<file path="config.mk">
export PLATFORM = sky130hd
export DESIGN_NAME = hpn_merge
export DESIGN_NICKNAME = d
export VERILOG_FILES = /design/src/hashed_pixel_noise_generator_macros.svh /design/src/hpn_pkg.sv /design/src/hpn_merge.sv
export SDC_FILE = /design/constraint.sdc
export NUM_CORES = 1
export LEC_CHECK = 0
export ABC_CLOCK_PERIOD_IN_PS = 2100
export BUFFER_PORTS_ARGS = -buffer_cell sky130_fd_sc_hd__buf_2
export CAP_MARGIN = 20
export CELL_PAD_IN_SITES_DETAIL_PLACEMENT = 1
export CELL_PAD_IN_SITES_GLOBAL_PLACEMENT = 1
export CORE_MARGIN = 2
export CORE_UTILIZATION = 36
export DETAILED_ROUTE_END_ITERATION = 12
export GPL_TIMING_DRIVEN = 0
export PLACE_DENSITY_LB_ADDON = 0.1
export SYNTH_ARGS = -nofsm -noshare
export SYNTH_HDL_FRONTEND = slang
export SYNTH_SLANG_ARGS = --single-unit
</file>
<file path="constraint.sdc">
create_clock -name clk -period 2.1 [get_ports clk]
set_input_delay 0.21 -clock clk [delete_from_list [all_inputs] [get_ports clk]]
set_output_delay 0.21 -clock clk [all_outputs]
set_load 0.005 [all_outputs]
</file>
<file path="src/hashed_pixel_noise_generator_macros.svh">
// Assertion macros shared by the hashed pixel noise generator sources.
// Included by the modules that carry concurrent checks; no other dependencies.
`ifndef HASHED_PIXEL_NOISE_GENERATOR_MACROS_SVH
`define HASHED_PIXEL_NOISE_GENERATOR_MACROS_SVH

// Same-cycle implication, disabled while reset is asserted.
`define HPN_ASSERT_IMP(name, clk, rst_n, pre, post) \
  name: assert property (@(posedge clk) disable iff (!rst_n) (pre) |-> (post)) \
    else $error("hpn assertion failed");

// Next-cycle implication, disabled while reset is asserted.
`define HPN_ASSERT_NXT(name, clk, rst_n, pre, post) \
  name: assert property (@(posedge clk) disable iff (!rst_n) (pre) |=> (post)) \
    else $error("hpn assertion failed");

`endif

</file>
<file path="src/hpn_pkg.sv">
// Shared types, constants and hash helper functions of the noise generator.
// No dependencies; imported by every module of the block.
`timescale 1ns / 1ps

package hpn_pkg;

  // Register indexes on the configuration port.
  typedef enum logic [2:0] {
    REG_NOISE_LEVEL   = 3'd0,
    REG_NOISE_MEAN    = 3'd1,
    REG_FRAME_SEED    = 3'd2,
    REG_CHANNEL_COUNT = 3'd3,
    REG_DEPTH_MODE    = 3'd4
  } cfg_idx_t;

  localparam logic [31:0] HASH_XOR  = 32'd61;
  localparam logic [31:0] HASH_MULT = 32'h27d4eb2d;

  localparam logic [19:0] LEVEL_RESET = 20'd32768;
  localparam logic [18:0] MEAN_RESET  = 19'd32768;
  localparam logic [2:0]  COUNT_RESET = 3'd4;

  localparam logic [15:0] FS_8BIT  = 16'h00FF;
  localparam logic [15:0] FS_16BIT = 16'hFFFF;

  localparam int NUM_CHAN = 4;

  // Pipeline stages: two shared seed stages, three lane stages, output register.
  localparam int STAGES = 6;
  localparam int ST_A   = 0;
  localparam int ST_B   = 1;
  localparam int ST_C   = 2;
  localparam int ST_D   = 3;
  localparam int ST_E   = 4;
  localparam int ST_O   = 5;

  typedef struct packed {
    logic [STAGES-1:0] en;
    logic [STAGES-1:0] valid;
  } pipe_ctrl_t;

  // Part of the integer mix that comes before the multiply.
  function automatic logic [31:0] mix_pre(input logic [31:0] a);
    logic [31:0] t;
    t = (a ^ HASH_XOR) ^ (a >> 16);
    t = t + (t << 3);
    t = t ^ (t >> 4);
    return t;
  endfunction

  // Part of the integer mix that follows the multiply.
  function automatic logic [31:0] mix_post(input logic [31:0] a);
    return a ^ (a >> 15);
  endfunction

endpackage

</file>
<file path="src/hpn_merge.sv">
// Output register: gathers the lane codes and zeroes channels that are not enabled.
// Depends on hpn_pkg for the pipeline control struct and the channel count.
`timescale 1ns / 1ps

module hpn_merge #(
  parameter int LANES = 4
) (
  input  logic                clk,
  input  hpn_pkg::pipe_ctrl_t ctrl,
  input  logic [2:0]          channel_count,
  input  logic [15:0]         lane_code [LANES],
  output logic [15:0]         chan [hpn_pkg::NUM_CHAN]
);
  import hpn_pkg::*;

  logic [15:0] chan_r   [NUM_CHAN];
  logic [15:0] chan_nxt [NUM_CHAN];

  for (genvar c = 0; c < NUM_CHAN; c++) begin : g_chan
    if (c < LANES) begin : g_live
      assign chan_nxt[c] = (3'(c) < channel_count) ? lane_code[c] : 16'd0;
    end else begin : g_dead
      assign chan_nxt[c] = 16'd0;
    end

    always_ff @(posedge clk) begin
      if (ctrl.en[ST_O]) begin
        chan_r[c] <= chan_nxt[c];
      end
    end

    assign chan[c] = chan_r[c];
  end

endmodule

</file>
---- Word level (Yosys, flattened, before mapping) ----
Memories as Yosys holds them, arrays and structs flattened.
Cells that the tools add are included.
W data, S select, Z words.
cells by class
  $add $sub $neg .......................... 0
  multiply operators ...................... 0
  divide/modulo/power cells ............... 0
  order comparisons ....................... 4
  equal/unequal tests ..................... 0
  shift-type cells ........................ 0
  multiplexer cells ....................... 6
  bitwise operators ....................... 0
  reductions and logical operators ........ 0
operators with widths
  operator              number
  $mux W16              4
  $lt A1 B3 Y1 const A  2
  $lt A2 B3 Y1 const A  2
  $mux W1               2
storage, ports and cells
  flip-flop bits (word level) ............. 0
  latch bits .............................. 0
  memory bits (writable) .................. 64
  ROM bits ................................ 0
  logic and storage cells ................. 11
  memories kept ........................... 1
memory list
  name    depth  width  rd ports  clocked after Yosys merged registers in  write ports  RTL line         text
  chan_r  4      16     4         0                                        4            hpn_merge.sv:16  logic [15:0] chan_r [NUM_CHAN];

---- Logic depth before layout (Yosys ltp) ----
Gate-level depths: netlist of the first run.
  depth after elaboration ................. 2
  gate-level depth with buffers ........... 4

---- Worst setup path before layout of the first run ----
OpenSTA, ideal clock, no wires.
  path type ............................... input to register
  start ................................... input channel_count[2]
  end ..................................... memory chan_r[0][10] (data pin)
  data arrival time ....................... 0.810 ns
  data required time ...................... 1.847 ns
  path slack .............................. 1.036 ns
  stages .................................. 4
  cells stage by stage .................... buf_6 -> nor3_4 -> buf_6 -> nor2b_1
RTL lines
  item             RTL line         text
  start, declared  hpn_merge.sv:10  input logic [2:0] channel_count,
  end, declared    hpn_merge.sv:16

==> flow_summary.toml, run 1 <==
[logic_synthesis]
post_synth_inst_count = 136
yosysSeqAreaShare_pct = 79.3
yosysWarnings = 0
synth.lib_cells_used.distinct = 11
ys_ff_latch = 64
netlist_area_um2 = 2420
synthesis.area_per_instance_um2 = 17.8
synth_nets = 216

[sta]
report.final.hold_viol_count = 0
rsz_0062_raised_after_global_routing = "no"
slew-limit-headroom_pct = 52.3
achievable-frequency_mhz = 939
min_period_over_period_pct = 50.7
post_layout_worst_setup_margin_ns = 1.04
worst_pin_slew_ns = 0.716
tns_ns = 0
final.min_clock_period_ns = 1.06
finalSetupViolCount = 0
final-max-slew-violation-count = 0

[grt]
grt_pass1_wl_um = 8090
grt_pass1_vias = 1616
grt_start_max_net_pins = 35
grt_util_all_layers_pct = 14.5
grt-ovfl-total = 0
grt_antenna_before_repair = 0

[placed_design]
gp_routability_congestion = 0.672
place_ws_ns = 0.662
io_buffers = 131
place_hpwl_um = 3920
detailed_place.area_um2 = 3200

[worst_hold_path]
min-delay-path-class = "in2reg"
timing.hold.worst_path_depth = 2
timing.hold.worst_endpoint = "chan_r[3][6]"
min_from = "lane_code[6]"

[outcome]
status = "finished clean"

[detailed_routing]
first_iter_violations = 71
route.detailed.wl_per_inst_um = 14.3
routed_via_density = 4.40
drtPass1Iterations = 4
drc = 0
postRouteWirelength_um = 5160
drt.antenna.violating_nets = 0
vias = 1588

[layout]
antenna_cells_inserted = 0
layout.cells.most_common_list = "buf_2, edfxtp_1, nor2b_1, and2_1, clkbuf_8"
final_area_um2 = 3380
flow.area_growth_from_synthesis_pct = 39.3
layout.cells.most_common = "buf_2"
final_nets = 359
largest_register_ff_count = 64
layout-drive-gt1-share_pct = 56.0
reg.largest.list = "chan_r (64)"
max_flop_register = "chan_r"

[floorplanning]
die-width_um = 86.1
die_h_um = 86.1
core_um2 = 6420
start_util_pct = 37.7
row_count = 29
die_outline_area_um2 = 7400
ios = 144

[power_and_ir_drop]
netSwitchingPower_w = 0.000598
power.share.switching_pct = 21.2
p_clk_share_pct = 34.9
cell_internal_power_dissipation_w = 0.00223
static-leakage-power_nw = 1.45
share_comb_of_total_power_pct = 10.2
ir_worst_vdd_mv = 0.397
power.sequential.fraction_pct = 54.8
cellPowerDensity_nw_per_um2 = 837

[setup_path]
end_kind = "flop"
crit_type = "in2reg"
crit_chain = "buf_2 -> buf_12"
worstPathRequired_ns = 2.12
timing.critical_path.buf_inv = 2
cpPeakStageDelay_ns = 0.55
worst-path-max-fanout = 34
cp.arrival_ns = 1.08
setup.worst_path.start_class = "primary input"
timing.critical_path.max_delay_family = "buffers and inverters"
critical_path.slowest_cell = "buf_2"

[run]
drv.max_cap_violation_count = 0

[clock_network]
cts_max_level = 3
tritoncts = "done"
post-cts-setup-buffer-count = 0
cts_resized = 0
root_buffer = "clkbuf_8"
cts_hold_buf = 0
cts.reportedPaths.clkPinSlew_ns = 0.07
cts_inserted_buffers = 9
sink_count_of_the_clock_tree = 64
clock_tree.buffer_depth = 2
cell families (layout without fill, tap and decap cells):
| logic type | count (synthesis) | after routing | synth area share, % |
|---|---|---|---|
| AO/OA/AOI/OAI | 1 | 1 | 0.671 |
| buffers and inverters | 5 | 153 | 1.50 |
| flip-flops | 64 | 64 | 79.3 |
| AND/OR/NAND/NOR | 66 | 66 | 18.5 |
routing by layer:
| layer | vias up | routed length, um | global-route usage, % |
|---|---|---|---|
| li1 | 759 | - | - |
| met1 | 734 | 1970 | 17.0 |
| met2 | 87 | 2520 | 23.7 |
| met3 | 8 | 581 | 5.29 |
| met4 | 0 | 85 | 6.93 |
| met5 | - | 0 | 0 |
final cells by class:
| cell class | instances | area [um^2] |
|---|---|---|
| buffer | 5 | 36.3 |
| multi-input combinational | 67 | 465 |
| clock buffer | 12 | 135 |
| tap | 77 | 96.3 |
| timing repair buffer | 132 | 676 |
| sequential | 64 | 1920 |
| clock inverter | 4 | 45.0 |
| fill | 711 | 3050 |
Yosys cell counts:
cell type	instances	share of area [%]
clkbuf_1	1	0.15
nor3_4	1	0.67
buf_6	2	0.93
buf_2	2	0.41
nor2b_1	38	9.8
and2_1	16	4.1
a21oi_4	1	0.67
nor2b_2	7	2.5
edfxtp_1	64	79
and2b_1	3	0.93
nor2_4	1	0.46
per-stage QoR:
step	instances	hold slack (ns)	power [W]	util [%]
detailed placement	345	0.495	0.00188	49.8
global placement	344	0.492	0.00186	49.4
finish	361	0.166	0.00282	52.6
CTS	361	0.148	0.00287	52.6
floorplan	136	0.322	0.00167	-
global route	361	0.157	0.00295	52.6
power by group through the flow:
stage               clock network [W]  registers, W  logic [W]
floorplan                           0       0.00160  0.0000708
global placement                    0       0.00157   0.000286
detailed placement                  0       0.00158   0.000297
CTS                           0.00102       0.00155   0.000298
global route                  0.00107       0.00156   0.000326
finish                       0.000986       0.00155   0.000289
worst max-delay path by stage:
| stage | slack, ns | cells after the start | end | start |
|---|---|---|---|---|
| 6_report | 1.04 | 2 | chan_r[2][8] | ctrl[11] |
| 5_1_grt | 0.97 | 2 | chan_r[2][8] | ctrl[11] |
| 4_1_cts | 1.02 | 1 | chan[49] | chan_r[0][1] |
| 3_5_place_dp | 0.66 | 2 | chan_r[0][6] | ctrl[11] |
| 3_3_place_gp | 0.41 | 1 | chan_r[0][10] | ctrl[11] |
| 2_1_floorplan | 1.04 | 4 | chan_r[0][10] | channel_count[2] |
(Power assumes the default switching activity.)
==> run 2: changes to the inputs <==
ABC_AREA = 1   (was default)
ABC_CLOCK_PERIOD_IN_PS = 900   (was 2100)
CORE_UTILIZATION = 29   (was 36)
clock period = 0.9 ns   (was 2.1 ns; I/O delays follow)
==> flow_summary.toml, run 2 <==
[clock_network]
sink_count_of_the_clock_tree = 64
cts.reportedPaths.clkPinSlew_ns = 0.07
cts_resized = 0
post-cts-setup-buffer-count = 0
tritoncts = "done"
cts_inserted_buffers = 9
cts_max_level = 3
clock_tree.buffer_depth = 2
root_buffer = "clkbuf_8"

[logic_synthesis]
synth_top_cell_area_share_pct = 76.9
ys_ff_latch = 64
netlist_area_um2 = 2500
synth.lib_cells_used.distinct = 12
synthesis.area_per_instance_um2 = 13.3
ys.flop_type = "edfxtp_1"
yosysTopAreaCell = "edfxtp_1"
synth_edf_count = 64
yosysWarnings = 0
synth.cells.most_frequent = "edfxtp_1, inv_1"
asyncSetResetFlopFracSynth_pct = 0
synth_nets = 268
ranking_of_synthesized_cells_by_area = "edfxtp_1, inv_1, a21boi_1"
post_synth_inst_count = 188
post-synth-top-count-cell = "edfxtp_1"
yosysSeqAreaShare_pct = 76.9

[setup_path]
worst-path-max-fanout = 1
cp-startpoint = "chan_r[1][10]"
timing.critical_path.max_delay_family = "flip-flops"
worstPathRequired_ns = 0.81
critical_path.slowest_cell = "edfxtp_1"
crit_type = "reg2out"
cpPeakStageDelay_ns = 0.39
timing.critical_path.buf_inv = 1
crit_chain = "buf_2"
setup.worst_path.start_class = "flop"
cp.arrival_ns = 0.85
end_kind = "output port"

[layout]
largest_register_ff_count = 64
antenna_cells_inserted = 0
final_nets = 412
layout.cells.most_common_list = "buf_2, edfxtp_1, inv_1"
reg.largest.list = "chan_r (64)"
flow.area_growth_from_synthesis_pct = 40.6
max_flop_register = "chan_r"
layout-drive-gt1-share_pct = 45.7
final_util_pct = 42.3
layout.cells.most_common = "buf_2"

[grt]
grt_pass1_vias = 1832
grt_antenna_before_repair = 0
grt_pass1_wl_um = 9190
grt-ovfl-total = 0
grt_util_all_layers_pct = 12.5
grt_start_max_net_pins = 65

[detailed_routing]
route.detailed.wl_per_inst_um = 13.1
postRouteWirelength_um = 5770
first_iter_violations = 39
drc = 0
vias = 1811
drt.antenna.violating_nets = 0
drtPass1Iterations = 4
routed_via_density = 4.10

[power_and_ir_drop]
ir_worst_vdd_mv = 0.864
static-leakage-power_nw = 1.73
netSwitchingPower_w = 0.00146
share_comb_of_total_power_pct = 10.3
power.share.switching_pct = 21.1
cell_internal_power_dissipation_w = 0.00547
totalPowerFinal_w = 0.00693
power.sequential.fraction_pct = 52.2
cellPowerDensity_nw_per_um2 = 1970
p_clk_share_pct = 37.5

[floorplanning]
die-width_um = 96.8
row_count = 33
core_um2 = 8300
ios = 144
die_outline_area_um2 = 9370
start_util_pct = 30.1
die_h_um = 96.8

[sta]
final.min_clock_period_ns = 0.944
finalSetupViolCount = 50
report.final.hold_viol_count = 0
final-max-slew-violation-count = 0
achievable-frequency_mhz = 1060
slew-limit-headroom_pct = 44.8
worst_pin_slew_ns = 0.828
post_layout_worst_setup_margin_ns = -0.0437
rsz_0062_raised_after_global_routing = "yes"
min_period_over_period_pct = 105

[run]
drv.max_cap_violation_count = 0

[outcome]
status = "complete, but fails checks"
failed_checks = "setup timing"

[placed_design]
place_hpwl_um = 4180
gp_routability_congestion = 0.708
io_buffers = 131

[worst_hold_path]
min-delay-path-class = "in2reg"
min_from = "lane_code[13]"
==> run 2: worst paths after layout <==
kind,cells after the start,endpoint,slack (ns)
setup / recovery,1,chan[42],-0.04
hold / removal,3,chan_r[3][13],0.02
==> run 2: power by group through the flow <==
stage          Combinational [W]  Clock, W  Sequential [W]
6_report                0.000711   0.00260         0.00362
5_1_grt                 0.000806   0.00281         0.00364
4_1_cts                 0.000735   0.00270         0.00362
3_5_place_dp            0.000725         0         0.00369
3_3_place_gp            0.000719         0         0.00368
2_1_floorplan           0.000188         0         0.00373
==> run 2: cell type report <==
class                           instances  area [um^2]
Fill cell                             953         4790
Clock buffer                           12          135
Tap cell                              105          131
Buffer                                  8         51.3
Clock inverter                          4         68.8
Sequential cell                        64         1920
Timing Repair Buffer                  133          678
Multi-Input combinational cell         66          338
Inverter                               50          188
==> run 2: cell families after synthesis <==
family          count (synthesis)  share of synthesized area [%]
flops                          64                           76.9
buf+inv                        58                           9.56
simple gates                   34                           5.51
compound gates                 32                           8.01
==> run 2: routing by layer <==
metal	vias to the layer above	GRT usage, %	share of wire, %
met5	-	0	0
met4	0	5.53	1.4
met3	9	5.20	9.3
met2	82	20.1	48
met1	824	14.7	42
li1	896	-	-
==> run 2: what timing repair did <==
item / 4_1_cts / 5_1_grt
gates cloned: 0 / 0
endpoints found under the setup margin: 64 / 64
endpoints found under the hold margin: 2 / 0
hold buffers: 2 / 0
==> run 2: per-stage QoR <==
| step | instances | setup WS, ns | instance area [um^2] | TNS, ns | hold WS (ns) |
|---|---|---|---|---|---|
| global placement | 424 | -0.735 | 3290 | -50.09 | 0.345 |
| global route | 442 | -0.0834 | 3510 | -3.58 | 0.0175 |
| detailed placement | 424 | -0.254 | 3290 | -19.38 | 0.352 |
| finish | 442 | -0.0437 | 3510 | -0.553 | 0.0224 |
| floorplan | 188 | 0.0500 | 2500 | 0 | 0.202 |
| CTS | 442 | -0.0759 | 3510 | -2.33 | 0.00124 |
==> run 3: changes to the inputs <==
ABC_CLOCK_PERIOD_IN_PS = 800   (was 900)
clock period = 0.8 ns   (was 0.9 ns; I/O delays follow)
==> flow_summary.toml, run 3 (same netlist as run 2, synthesis figures left out) <==
[floorplanning]
start_util_pct = 30.1
die-width_um = 96.8
die_outline_area_um2 = 9370
die_h_um = 96.8
row_count = 33
ios = 144
core_um2 = 8300

[clock_network]
tritoncts = "done"
sink_count_of_the_clock_tree = 64
root_buffer = "clkbuf_8"
clock_tree.buffer_depth = 2
cts_max_level = 3
post-cts-setup-buffer-count = 0
cts.reportedPaths.clkPinSlew_ns = 0.08
cts_inserted_buffers = 9

[power_and_ir_drop]
share_comb_of_total_power_pct = 10.6
p_clk_share_pct = 38.4
power.share.switching_pct = 22.5
netSwitchingPower_w = 0.00180
static-leakage-power_nw = 1.78
ir_worst_vdd_mv = 0.868
cellPowerDensity_nw_per_um2 = 2200
totalPowerFinal_w = 0.00799
cell_internal_power_dissipation_w = 0.00620
power.sequential.fraction_pct = 50.9

[grt]
grt_util_all_layers_pct = 13.4
grt_pass1_vias = 1917
grt_pass1_wl_um = 9750
grt_antenna_before_repair = 0
grt_start_max_net_pins = 65
grt-ovfl-total = 0

[detailed_routing]
postRouteWirelength_um = 6090
routed_via_density = 4.16
route.detailed.wl_per_inst_um = 13.5
drtPass1Iterations = 4
first_iter_violations = 58
drt.antenna.violating_nets = 0
vias = 1873
drc = 0

[layout]
flow.area_growth_from_synthesis_pct = 45.4
layout-drive-gt1-share_pct = 45.8
reg.largest.list = "chan_r (64)"
antenna_cells_inserted = 0
fillers = 956
layout.cells.most_common = "buf_2"
final_nets = 420
final_util_pct = 43.8
multi_input_comb_area_um2 = 338
layout.cells.most_common_list = "buf_2, edfxtp_1, inv_1"
largest_register_ff_count = 64
max_flop_register = "chan_r"
regArea_um2 = 1920

[setup_path]
end_kind = "output port"
cpPeakStageDelay_ns = 0.37
critical_path.slowest_cell = "edfxtp_1"
timing.critical_path.buf_inv = 1
worst-path-max-fanout = 1
crit_type = "reg2out"
cp.arrival_ns = 0.85
timing.critical_path.max_delay_family = "flip-flops"
worstPathRequired_ns = 0.72
crit_chain = "buf_2"
setup.worst_path.start_class = "flop"

[run]
drv.max_cap_violation_count = 0

[placed_design]
gp_routability_congestion = 0.685
place_ws_ns = -0.346
io_buffers = 131
place_hpwl_um = 4400

[sta]
rsz_0062_raised_after_global_routing = "yes"
final.min_clock_period_ns = 0.930
finalSetupViolCount = 64
min_period_over_period_pct = 116
post_layout_worst_setup_margin_ns = -0.130
holdWs_ns = 0.00986
report.final.hold_viol_count = 0
achievable-frequency_mhz = 1070
final-max-slew-violation-count = 0
worst_pin_slew_ns = 0.602
slew-limit-headroom_pct = 59.9
tns_ns = -7.04

[worst_hold_path]
min-delay-path-class = "in2reg"

[outcome]
status = "complete, but fails checks"
failed_checks = "setup timing"
## run 3: cell types whose count changed in the layout (fill, tap and decap cells not counted)
cell / change
clkinv_4: +1
buf_6: +5
clkinv_2: +1
dlygate4sd3_1: +9
clkinv_1: -1
inv_6: +1
buf_4: -5
clkbuf_1: -4
clkinvlp_4: +1
## run 3: area by class of cell
class                           count  area share [%]
Inverter                           50            5.17
Clock buffer                        9            3.41
Buffer                              7            1.72
Tap cell                          105            3.62
Sequential cell                    64            52.9
Multi-Input combinational cell     66            9.30
Timing Repair Buffer              142            21.3
Clock inverter                      7            2.62
## run 3: worst paths after layout
check / from / to / slack, ns / cells past startpoint
setup / recovery: chan_r[3][15] / chan[15] / -0.13 / 1
hold / removal: lane_code[15] / chan_r[3][15] / 0.01 / 3
## run 3: repair_timing
item | 4_1_cts | 5_1_grt
setup endpoints to repair | 64 | 131
gates resized for setup | 0 | 1
hold buffers | 11 | 0
gates cloned | 0 | 0
endpoints found under the hold margin | 11 | 0
## run 3: metal layers
metal / vias to the layer above / share of wire (%) / GRT usage [%]
li1: 915 / - / -
met1: 873 / 40 / 15.8
met2: 75 / 50 / 22.0
met3: 10 / 7.9 / 4.77
met4: 0 / 1.8 / 6.18
met5: - / 0 / 0
## run 3: power groups by stage
| stage | clock network [W] | logic, W | registers (W) |
|---|---|---|---|
| CTS | 0.00317 | 0.000878 | 0.00408 |
| global placement | 0 | 0.000821 | 0.00414 |
| detailed placement | 0 | 0.000833 | 0.00415 |
| global route | 0.00330 | 0.000962 | 0.00410 |
| finish | 0.00307 | 0.000850 | 0.00407 |
| floorplan | 0 | 0.000220 | 0.00419 |
## run 3: metrics by stage
stage,cells,cell area [um^2]
floorplan,188,2510
global placement,424,3300
detailed placement,424,3300
CTS,451,3630
global route,450,3630
finish,450,3630
